[config.mk]
export PLATFORM = sky130hd
export DESIGN_NAME = length_checksum_frame_receiver_flat
export DESIGN_NICKNAME = d
export VERILOG_FILES = /design/src/hw/rtl/lcfr_pkg.sv /design/src/hw/rtl/lcfr_stream_if.sv /design/src/hw/rtl/lcfr_parser.sv /design/src/hw/rtl/lcfr_out_stage.sv /design/src/hw/rtl/length_checksum_frame_receiver.sv /design/src/flat_wrapper.sv
export SDC_FILE = /design/constraint.sdc
export NUM_CORES = 1
export LEC_CHECK = 0
export ABC_AREA = 1
export BUFFER_PORTS_ARGS = -buffer_cell sky130_fd_sc_hd__buf_2
export CAP_MARGIN = 20
export CORE_UTILIZATION = 40
export CTS_CLUSTER_SIZE = 16
export DETAILED_ROUTE_END_ITERATION = 7
export SLEW_MARGIN = 10
export SYNTH_ARGS = -nofsm -noshare
export SYNTH_HDL_FRONTEND = slang
export SYNTH_SLANG_ARGS = --single-unit
[constraint.sdc]
create_clock -name clk -period 4.8 [get_ports clk]
set_input_delay 0.72 -clock clk [delete_from_list [all_inputs] [get_ports clk]]
set_output_delay 0.72 -clock clk [all_outputs]
set_load 0.01 [all_outputs]
[src/hw/rtl/lcfr_pkg.sv]
// ----------------------------------------------------------------------------
// lcfr_pkg
// shared types and constants of the length/checksum frame receiver
// ----------------------------------------------------------------------------
`default_nettype none

package lcfr_pkg;

	localparam logic [7:0] HDR_FIRST     = 8'hAA;
	localparam logic [7:0] HDR_SECOND    = 8'hAF;
	localparam logic [7:0] FUNC_LIMIT    = 8'hF1;
	localparam logic [7:0] MAX_LEN_RESET = 8'd49;

	typedef enum logic [2:0] {
		PH_IDLE = 3'd0,
		PH_HDR1 = 3'd1,
		PH_HDR2 = 3'd2,
		PH_FUNC = 3'd3,
		PH_DATA = 3'd4,
		PH_CSUM = 3'd5
	} phase_t;

	typedef enum logic [1:0] {
		KIND_PAYLOAD = 2'd0,
		KIND_GOOD    = 2'd1,
		KIND_BAD     = 2'd2
	} kind_t;

	typedef struct packed {
		kind_t      kind;
		logic [7:0] data_byte;
		logic [7:0] func_code;
		logic [7:0] payload_len;
		logic       last;
	} res_t;

endpackage

`default_nettype wire

[src/hw/rtl/lcfr_stream_if.sv]
// ----------------------------------------------------------------------------
// lcfr_stream_if
// valid/ready channels for received bytes and for frame results
// ----------------------------------------------------------------------------
`default_nettype none

interface lcfr_byte_if;
	logic       valid;
	logic       ready;
	logic [7:0] rx_byte;

	modport source (output valid, output rx_byte, input ready);
	modport sink   (input valid, input rx_byte, output ready);
endinterface

interface lcfr_result_if;
	logic       valid;
	logic       ready;
	logic [1:0] kind;
	logic [7:0] data_byte;
	logic [7:0] func_code;
	logic [7:0] payload_len;
	logic       last;

	modport source (output valid, output kind, output data_byte, output func_code,
		output payload_len, output last, input ready);
	modport sink   (input valid, input kind, input data_byte, input func_code,
		input payload_len, input last, output ready);
endinterface

`default_nettype wire

[src/hw/rtl/lcfr_parser.sv]
// ----------------------------------------------------------------------------
// lcfr_parser
// frame state machine with running checksum, one byte per step
// ----------------------------------------------------------------------------
`default_nettype none

module lcfr_parser
	import lcfr_pkg::*;
(
	input  wire logic       clk,
	input  wire logic       arst_n,
	input  wire logic       step,
	input  wire logic [7:0] rx_byte,
	input  wire logic [7:0] max_len,
	output      logic       emit,
	output      res_t       res
);

	phase_t     phase_q, phase_d;
	logic [7:0] remaining_q, remaining_d;
	logic [7:0] sum_q, sum_d;
	logic [7:0] func_q, func_d;
	logic [7:0] len_q, len_d;
	logic       in_data;

	assign in_data = (phase_q == PH_DATA) && (remaining_q != 8'd0);

	// next state
	always_comb begin
		phase_d     = PH_IDLE;
		remaining_d = remaining_q;
		sum_d       = sum_q;
		func_d      = func_q;
		len_d       = len_q;
		priority if (phase_q == PH_IDLE && rx_byte == HDR_FIRST) begin
			phase_d = PH_HDR1;
			sum_d   = rx_byte;
		end else if (phase_q == PH_HDR1 && rx_byte == HDR_SECOND) begin
			phase_d = PH_HDR2;
			sum_d   = sum_q + rx_byte;
		end else if (phase_q == PH_HDR2 && rx_byte < FUNC_LIMIT) begin
			phase_d = PH_FUNC;
			func_d  = rx_byte;
			sum_d   = sum_q + rx_byte;
		end else if (phase_q == PH_FUNC && rx_byte <= max_len) begin
			phase_d     = PH_DATA;
			len_d       = rx_byte;
			remaining_d = rx_byte;
			sum_d       = sum_q + rx_byte;
		end else if (in_data) begin
			remaining_d = remaining_q - 8'd1;
			sum_d       = sum_q + rx_byte;
			phase_d     = (remaining_q == 8'd1) ? PH_CSUM : PH_DATA;
		end else begin
			// checksum byte, mismatch, zero length or unused code: back to idle
			phase_d = PH_IDLE;
		end
	end

	// outputs
	always_comb begin
		emit            = 1'b0;
		res.kind        = KIND_PAYLOAD;
		res.data_byte   = rx_byte;
		res.func_code   = func_q;
		res.payload_len = len_q;
		res.last        = 1'b0;
		unique case (phase_q)
			PH_DATA: begin
				emit = in_data;
			end
			PH_CSUM: begin
				emit     = 1'b1;
				res.kind = (sum_q == rx_byte) ? KIND_GOOD : KIND_BAD;
				res.last = 1'b1;
			end
			default: begin
				emit = 1'b0;
			end
		endcase
	end

	always_ff @(posedge clk or negedge arst_n) begin
		if (!arst_n) begin
			phase_q     <= PH_IDLE;
			remaining_q <= 8'd0;
			sum_q       <= 8'd0;
			func_q      <= 8'd0;
			len_q       <= 8'd0;
		end else if (step) begin
			phase_q     <= phase_d;
			remaining_q <= remaining_d;
			sum_q       <= sum_d;
			func_q      <= func_d;
			len_q       <= len_d;
		end
	end

endmodule

`default_nettype wire

[src/hw/rtl/lcfr_out_stage.sv]
// ----------------------------------------------------------------------------
// lcfr_out_stage
// result register driving the result channel
// ----------------------------------------------------------------------------
`default_nettype none

module lcfr_out_stage
	import lcfr_pkg::*;
(
	input  wire logic     clk,
	input  wire logic     arst_n,
	input  wire logic     load,
	input  wire res_t     res_in,
	output      logic     busy,
	lcfr_result_if.source res
);

	logic valid_s2;
	res_t res_s2;

	assign busy = valid_s2 && !res.ready;

	always_ff @(posedge clk or negedge arst_n) begin
		if (!arst_n) begin
			valid_s2 <= 1'b0;
		end else if (load) begin
			valid_s2 <= 1'b1;
		end else if (res.ready) begin
			valid_s2 <= 1'b0;
		end
	end

	always_ff @(posedge clk) begin
		if (load) begin
			res_s2 <= res_in;
		end
	end

	assign res.valid       = valid_s2;
	assign res.kind        = res_s2.kind;
	assign res.data_byte   = res_s2.data_byte;
	assign res.func_code   = res_s2.func_code;
	assign res.payload_len = res_s2.payload_len;
	assign res.last        = res_s2.last;

endmodule

`default_nettype wire

[src/hw/rtl/length_checksum_frame_receiver.sv]
// ----------------------------------------------------------------------------
// length_checksum_frame_receiver
// finds header/function/length/payload/checksum frames in a byte stream
// ----------------------------------------------------------------------------
// usage:
//   rx carries one received byte per beat; res carries one result per beat:
//   each payload byte as it arrives (kind payload, last low), then a verdict
//   on the checksum byte (kind good or bad, last high, data_byte = checksum).
//   header, function, length bytes and bytes that break a frame give no beat.
//   cfg_wr_en / cfg_wr_data write the largest accepted length byte; write it
//   only while no beat is in flight.
// timing:
//   a byte is taken into the input register, parsed there by the single parse
//   step, and its result lands in the result register. one byte per cycle
//   sustained while res is not held off.
// stalls:
//   while res is held off, the input register still advances bytes that make
//   no result; a byte that makes a result waits, and rx.ready drops once the
//   input register is full and cannot move.
// reset:
//   arst_n clears the frame state to idle, drops both valid flags and loads
//   the length limit with 49.
// ----------------------------------------------------------------------------
`default_nettype none

module length_checksum_frame_receiver
	import lcfr_pkg::*;
(
	input  wire logic       clk,
	input  wire logic       arst_n,
	input  wire logic       cfg_wr_en,
	input  wire logic [7:0] cfg_wr_data,
	lcfr_byte_if.sink       rx,
	lcfr_result_if.source   res
);

	// length limit register
	logic [7:0] max_len_q;

	// input register
	logic       valid_s1;
	logic [7:0] byte_s1;

	// parse step handshake
	logic       emit;
	logic       busy;
	logic       step;
	res_t       res_d;

	always_ff @(posedge clk or negedge arst_n) begin
		if (!arst_n) begin
			max_len_q <= MAX_LEN_RESET;
		end else if (cfg_wr_en) begin
			max_len_q <= cfg_wr_data;
		end
	end

	// a byte moves on unless it makes a result and the result register is stuck
	assign step     = valid_s1 && !(emit && busy);
	assign rx.ready = !valid_s1 || step;

	always_ff @(posedge clk or negedge arst_n) begin
		if (!arst_n) begin
			valid_s1 <= 1'b0;
		end else if (rx.ready) begin
			valid_s1 <= rx.valid;
		end
	end

	always_ff @(posedge clk) begin
		if (rx.ready && rx.valid) begin
			byte_s1 <= rx.rx_byte;
		end
	end

	lcfr_parser u_parser (
		.clk     (clk),
		.arst_n  (arst_n),
		.step    (step),
		.rx_byte (byte_s1),
		.max_len (max_len_q),
		.emit    (emit),
		.res     (res_d)
	);

	lcfr_out_stage u_out (
		.clk    (clk),
		.arst_n (arst_n),
		.load   (step && emit),
		.res_in (res_d),
		.busy   (busy),
		.res    (res)
	);

	// checks

	// verdict beats and only those are marked last
	a_last_kind: assert property (@(posedge clk) disable iff (!arst_n)
		res.valid |-> (res.last == (res.kind != KIND_PAYLOAD)))
		else $error("last does not match result kind");

	// a parsed result never lands on an undelivered one
	a_no_overwrite: assert property (@(posedge clk) disable iff (!arst_n)
		(step && emit) |-> (!res.valid || res.ready))
		else $error("result register overwritten");

	// a held input byte is not lost
	a_s1_hold: assert property (@(posedge clk) disable iff (!arst_n)
		(valid_s1 && !step) |=> (valid_s1 && $stable(byte_s1)))
		else $error("input register lost a byte");

	// limit register follows the write port
	a_cfg_write: assert property (@(posedge clk) disable iff (!arst_n)
		cfg_wr_en |=> (max_len_q == $past(cfg_wr_data)))
		else $error("length limit not written");

endmodule

`default_nettype wire
[src/flat_wrapper.sv]
// flat-port wrapper written by rule: the top's interface ports become plain ports
module length_checksum_frame_receiver_flat import lcfr_pkg::*;
  (clk, arst_n, cfg_wr_en, cfg_wr_data, rx_valid, rx_rx_byte, rx_ready, res_valid, res_kind, res_data_byte, res_func_code, res_payload_len, res_last, res_ready);
  lcfr_byte_if rx_i ();
  lcfr_result_if res_i ();
  input  wire logic clk;
  input  wire logic arst_n;
  input  wire logic cfg_wr_en;
  input  wire logic [7:0] cfg_wr_data;
  input wire logic [$bits(rx_i.valid)-1:0] rx_valid;
  input wire logic [$bits(rx_i.rx_byte)-1:0] rx_rx_byte;
  output wire logic [$bits(rx_i.ready)-1:0] rx_ready;
  output wire logic [$bits(res_i.valid)-1:0] res_valid;
  output wire logic [$bits(res_i.kind)-1:0] res_kind;
  output wire logic [$bits(res_i.data_byte)-1:0] res_data_byte;
  output wire logic [$bits(res_i.func_code)-1:0] res_func_code;
  output wire logic [$bits(res_i.payload_len)-1:0] res_payload_len;
  output wire logic [$bits(res_i.last)-1:0] res_last;
  input wire logic [$bits(res_i.ready)-1:0] res_ready;
  assign rx_i.valid = rx_valid;
  assign rx_i.rx_byte = rx_rx_byte;
  assign rx_ready = rx_i.ready;
  assign res_valid = res_i.valid;
  assign res_kind = res_i.kind;
  assign res_data_byte = res_i.data_byte;
  assign res_func_code = res_i.func_code;
  assign res_payload_len = res_i.payload_len;
  assign res_last = res_i.last;
  assign res_i.ready = res_ready;
  length_checksum_frame_receiver u_core (.clk(clk), .arst_n(arst_n), .cfg_wr_en(cfg_wr_en), .cfg_wr_data(cfg_wr_data), .rx(rx_i), .res(res_i));
endmodule
# ---- Word level (Yosys, flattened, before mapping)
# Index checks and enable logic that the tools add are counted.
dict set report totals {
  reg_bits 80
  latchBits 0
  ramBits 0
  romBits 0
  inputBits 21
  output_inout_bits 29
  word_cells 71
  memories 0
}
dict set report op_classes {
  n_addsub 2
  n_mul 0
  div_mod_pow 0
  order_cmp 2
  n_eq_ne 9
  shifts 0
  muxes 18
  bitwise_logic 3
  reduce_logical 23
}
# op n
set ops {}
lappend ops {{$mux 8} 7}
lappend ops {{$eq 8x8->1 const B} 2}
lappend ops {{$mux 3} 5}
lappend ops {{$logic_and 1x1->1} 10}
lappend ops {{$reduce_and 5->1} 2}
lappend ops {{$add 8x8->8} 1}
lappend ops {{$eq 8x1->1 const B} 1}
lappend ops {{$eq 8x8->1} 1}
lappend ops {{$le 8x8->1} 1}
lappend ops {{$lt 8x8->1 const B} 1}
lappend ops {{$reduce_bool 8->1} 1}
lappend ops {{$sub 8x1->8 const B} 1}
lappend ops {{$eq 3x2->1 const B} 2}
lappend ops {{$eq 3x3->1 const B} 2}
lappend ops {{$reduce_bool 5->1} 1}
lappend ops {{$mux 1} 4}
lappend ops {{$reduce_and 4->1} 1}
lappend ops {{$reduce_bool 2->1} 2}
lappend ops {{$eq 3x1->1 const B} 1}
lappend ops {{$logic_not 1->1} 3}
lappend ops {{$logic_not 3->1} 1}
lappend ops {{$not 1->1} 3}
lappend ops {{$mux 2} 1}
lappend ops {{$pmux 1 s2} 1}
lappend ops {{other kinds (2)} 2}

# ---- Logic depth before layout (Yosys ltp)
dict set report depth {
  ltp_word 8
  ltp_mapped 16
  depth_no_buf 15
}

# ---- Hierarchy
# Synthesis repeated with hierarchy kept, for this count alone.
dict set report hier_totals {
  hier_cells 415
  area_unflattened_um2 3958.8
}
# mod instances cells_per_inst area_each_um2 seq_area_each_um2
set modules_own_cells {}
lappend modules_own_cells {lcfr_parser 1 332 2482.4 875.8}
lappend modules_own_cells {lcfr_out_stage 1 33 857.1 835.8}
lappend modules_own_cells {length_checksum_frame_receiver 1 50 619.3 469.2}

# ---- Least setup slack after synthesis
# OpenSTA, ideal clock, no wires.
dict set report synth_path {
  path_type {reg-to-reg}
  start {register u_core.u_parser.remaining_q[0]}
  end {register u_core.u_out.res_s2 (netlist bit u_core.u_out.res.data_byte[0]), enable pin}
  setup_ps 382
  arrival_ps 1872
  required_time_ps 4418
  setup_slack_ps 2546
  stages_incl_launch_ff 11
  n_path_buf 0
  period_less_slack_ps 2254
  cell_sequence {dfrtp_1 -> inv_1 -> ha_1 -> nand2_2 -> o21ai_4 -> nand2_2 -> nand2_4 -> nand2_4 -> inv_2 -> nand2_1 -> inv_1}
}
dict set report synth_between {
  elab_chain_cells 7
}
# element line
set synth_rtl {}
lappend synth_rtl {{start: declaration} lcfr_parser.sv:20} ;# logic [7:0] remaining_q, remaining_d;
lappend synth_rtl {{start signal: assignment} lcfr_parser.sv:92} ;# remaining_q <= remaining_d;
lappend synth_rtl {{$reduce_bool 8->1 *} lcfr_parser.sv:26} ;# assign in_data = (phase_q == PH_DATA) && (remaining_q != 8'd0);
lappend synth_rtl {{$logic_and 1x1->1 *} lcfr_parser.sv:26}
lappend synth_rtl {{$pmux 1 s2 *} lcfr_parser.sv:68} ;# unique case (phase_q)
lappend synth_rtl {{$logic_and 1x1->1} length_checksum_frame_receiver.sv:59} ;# assign step = valid_s1 && !(emit && busy);
lappend synth_rtl {{$logic_not 1->1} length_checksum_frame_receiver.sv:59}
lappend synth_rtl {{$logic_and 1x1->1} length_checksum_frame_receiver.sv:59}
lappend synth_rtl {{$logic_and 1x1->1 *} length_checksum_frame_receiver.sv:89} ;# .load (step && emit),
lappend synth_rtl {{named net u_core.u_out.load} lcfr_out_stage.sv:12} ;# input wire logic load,
lappend synth_rtl {{end signal: assignment} lcfr_out_stage.sv:35} ;# res_s2 <= res_in;
lappend synth_rtl {{end: declaration} lcfr_out_stage.sv:19} ;# res_t res_s2;
# Mark *: on every way through the listed nets, which the timed path passes. The rest lies on a longest branch.
# A chain may end at the register's enable or synchronous reset.

# ---- Worst setup path after layout
dict set report layout_path {
  start {register u_core.byte_s1[2]}
  end {register u_core.u_parser.sum_q[5]}
}
dict set report layout_between {
  elab_chain_cells 6
  elab_cells_between_ends 16
  classes_between {add/sub: 1; order compare: 2; eq/ne: 2; mux: 5; reduce/logical: 6}
}
# element line
set layout_rtl {}
lappend layout_rtl {{start: declaration} length_checksum_frame_receiver.sv:42} ;# logic [7:0] byte_s1;
lappend layout_rtl {{start signal: assignment} length_checksum_frame_receiver.sv:72} ;# byte_s1 <= rx.rx_byte;
lappend layout_rtl {{$add 8x8->8 / $le 8x8->1 (equally long branches)} -}
lappend layout_rtl {{$mux 8 / $logic_and 1x1->1 (equally long branches)} {lcfr_parser.sv:50, lcfr_parser.sv:45}}
lappend layout_rtl {{$mux 8} lcfr_parser.sv:45} ;# end else if (phase_q == PH_FUNC && rx_byte <= max_len) begin
lappend layout_rtl {{$mux 8} lcfr_parser.sv:41} ;# end else if (phase_q == PH_HDR2 && rx_byte < FUNC_LIMIT) begin
lappend layout_rtl {{$mux 8} lcfr_parser.sv:38} ;# end else if (phase_q == PH_HDR1 && rx_byte == HDR_SECOND) begin
lappend layout_rtl {{$mux 8} lcfr_parser.sv:35} ;# priority if (phase_q == PH_IDLE && rx_byte == HDR_FIRST) begin
lappend layout_rtl {{end signal: assignment} lcfr_parser.sv:93} ;# sum_q <= sum_d;
lappend layout_rtl {{end: declaration} lcfr_parser.sv:21} ;# logic [7:0] sum_q, sum_d;
# Parallel ways exist; a longest one is shown, timed or not. The select of a mux whose other input is x is not followed.

==> results.md <==
- DRC violations left: 0
- Number of global-route vias before repair: 2678
- Nets: 501
- Clock sinks: 80
- Synthesized area per cell: 9.60 µm²
- Critical path, cell by cell: ha_1, nand2_1, inv_1, nand2_1, nand2_1, nand2_1, nand2_1, nand2_1, nand2_1, nand2_2, nand2_2, nand2_1, nand2_1
- Mapped cell area: 3900 µm²
- Maximum vdd drop: 0.172 mV
- WL/cell: 13.3 µm
- Die Span X: 101 µm
- Worst hold path type: primary input to async pin
- Final Setup Violations: 0
- Outcome: completed
- WS Path Type: register to register
- Clock latency on the worst-skew pair: 0.35 ns
- H-tree depth: 3
- M2 GR Usage: 0.269
- ANT nets after route: 0
- HPWL Detailed: 5.62 mm
- Number of flops mapped to enable cells by yosys: 35
- Hold buffer count at cts: 0
- Met3 Use GR: 0.0402
- CP max FO: 20
- Setup TNS: 0 ns
- Met1 usage: 0.231
- GRT overflow: 0
- Total of max-cap violations: 0
- RD Place Congestion: 0.815
- Reg2reg end: u_core.u_parser.sum_q[5]
- RR Startpoint: u_core.byte_s1[2]
- Global-route wire length before repair: 13.1 mm
- Critical path depth in cells: 13
- Pwr dens: 480 nW/µm²
- Clock transition at path regs: 0.08 ns
- Yosys Warn Count: 0
- Busiest grt layer: met2
- CTS tree: done
- Slowest-stage cell, CP: edfxtp_1
- Die area: 10100 µm²
- Area delta synth->final: 16.2%
- Max Slew Vio Count: 0
- Crit path DAT: 3.13 ns
- Most used cell, CP: nand2_1
- Initial DRC count: 208
- Min Clock Period, post-route: 2.89 ns
- P_leak: 2.24 nW
- Max Fclk: 0.346 GHz
- CP endpoint kind: register
- CP bufs+invs: 1
- Reg2reg setup slack: 1.91 ns
- Crit share post-route: 0.602
- Maximum clock path buffer count: 2
- DR vias/cell: 4.70
- CTS resizes: 0
- FFs w/ async S/R, synth: 0.563
- 1st-pass router iterations: 5
- Critical Path Start: u_core.byte_s1[2]
- # fillers: 867
- Setup bufs post-CTS: 0
- Sequential standard cell area: 2180 µm²
- Final Hold Vio Count: 0
- Ant diodes: 0
- Worst path required time: 5.04 ns
- Final design utilization: 0.486
- Layout Skew: 0.00659 ns
- Rows: 35
- Syn nets: 446
- Worst reg2reg path depth: 13
- Total CTS buffers: 9
- Port Buffers: 49
- Seq cells post-synth: 80
- Top delay family on crit path: simple AND/OR/NAND/NOR gates
- Synthesized instance count: 406
- Synth cell types: 40
- Die height: 101 µm
- Critical Path Source Type: register
- Effective utilization at floorplan: 0.418
- Relative slew slack: 0.324
- Worst-Margin Slew: 1.01 ns
- Largest net degree at the start of global routing: 46
- RSZ-0062 raised after global routing: false
- Initial antenna violation count: 0
- Slowest stage delay, CP: 0.61 ns
- Via Count: 2797
- Seq/Total Area, Yosys: 0.560
- Area occupied by multi-input gates: 1510 µm²
- Root buf cell: clkbuf_8
- Detailed Route WL: 7.93 mm
- Setup crit end: u_core.u_parser.sum_q[5]
- GR Util All Layers: 0.171
- Boundary Pins: 50
- Layout cells sized above 1: 0.187
- Design Power: 2.18 mW
- Top FF cell, synth: dfrtp_1
- Core area: 9330 µm²
worst register-to-register path: cells and delay by family, from the launching register on:
kind,cells,cell delay [ns]
DFF,1,0.61
and+or+nand+nor,11,1.73
adders and majority gates,1,0.38
buffers and inverters,1,0.05
cell usage in the layout, fill, tap and decap left out, drive strengths merged, types with 2 or more instances in the layout:
| cell | n |
|---|---|
| buf | 50 |
| xor2 | 7 |
| dfrtp | 42 |
| nor3 | 7 |
| nand3 | 28 |
| nand2 | 136 |
| bufinv | 3 |
| clkinv | 2 |
| xnor2 | 2 |
| inv | 44 |
| ha | 18 |
| o21ai | 31 |
| nand3b | 3 |
| edfxtp | 35 |
| dfstp | 3 |
| nand4 | 5 |
| clkbuf | 11 |
| or2 | 2 |
| nor2 | 20 |
| a21oi | 9 |
sequential cells by signal, summed over array words and instances (netlist names):
| name | count |
|---|---|
| u_core.u_out.res.last | 1 |
| u_core.u_out.res.payload_len | 8 |
| u_core.u_parser.sum_q | 8 |
| u_core.u_parser.len_q | 8 |
| u_core.u_out.res.valid | 1 |
| u_core.u_parser.remaining_q | 8 |
| u_core.u_out.res.data_byte | 8 |
| u_core.max_len_q | 8 |
| u_core.byte_s1 | 8 |
| u_core.u_parser.func_q | 8 |
| u_core.u_out.res.kind | 2 |
| u_core.u_parser.phase_q | 3 |
| u_core.u_out.res.func_code | 8 |
| u_core.valid_s1 | 1 |
synth_stat cells (2+ instances only):
cell type | number | area share
a21oi_1 | 8 | 0.010
buf_4 | 2 | 0.0039
clkbuf_1 | 2 | 0.0019
dfrtp_1 | 42 | 0.27
dfstp_2 | 3 | 0.020
edfxtp_1 | 35 | 0.27
ha_1 | 18 | 0.058
inv_1 | 43 | 0.041
nand2_1 | 129 | 0.12
nand2_2 | 5 | 0.0080
nand2_4 | 2 | 0.0058
nand3_1 | 27 | 0.035
nand3b_1 | 3 | 0.0058
nand4_1 | 4 | 0.0064
nor2_1 | 17 | 0.016
nor3_1 | 6 | 0.0077
o21ai_0 | 29 | 0.037
or2_2 | 2 | 0.0032
xnor2_1 | 2 | 0.0045
xor2_1 | 7 | 0.016
cells by family (layout without fill, tap and decap cells):
group	after synthesis	count (layout)	synth area share
AO/OA/AOI/OAI	44	44	0.0646
XOR/XNOR	9	9	0.0202
adder cells (fa/ha/maj)	19	19	0.0629
buffers and inverters	50	110	0.0523
flip-flops	80	80	0.560
multiplexers	1	1	0.00289
AND/OR/NAND/NOR	203	203	0.237
stage by stage:
stage	setup WS, ns	instances	instance area, µm²	hold slack (ns)
finish	1.91	595	4530	0.333
global route	1.55	595	4530	0.355
CTS	1.85	594	4510	0.453
detailed placement	1.87	578	4260	0.433
global placement	1.93	578	4260	0.433
floorplan	2.55	406	3900	0.419
report_power, final:
part	switching, mW	leakage (nW)	internal, mW	total, mW
logic	0.373	1.22	0.256	0.629
clock network	0.239	0.124	0.360	0.599
registers	0.0948	0.904	0.853	0.948
total	0.707	2.24	1.47	2.18
final cells by class:
type,instances,area share
repair buffers,50,0.0586
clock buffers,11,0.0312
inverters,44,0.0365
multi-input cells,276,0.334
flip-flops and latches,80,0.481
clock inverters,5,0.0229
well taps,129,0.0356
routing by layer:
metal,up-vias,share of wire
met1,1282,0.48
li1,1445,-
met5,-,0
met2,64,0.46
met4,0,0.010
met3,6,0.045
how the worst min path moves through the flow:
stage	cells past startpoint	end	from
floorplan	0	u_core.max_len_q[1]	arst_n
global placement	0	u_core.u_out.res.func_code[6]	u_core.u_parser.func_q[6]
detailed placement	0	u_core.u_out.res.func_code[5]	u_core.u_parser.func_q[5]
CTS	0	u_core.u_out.res.func_code[5]	u_core.u_parser.func_q[5]
global route	1	u_core.u_parser.len_q[6]	arst_n
finish	1	u_core.u_parser.func_q[2]	arst_n
Power figures use the tool's default switching activity.
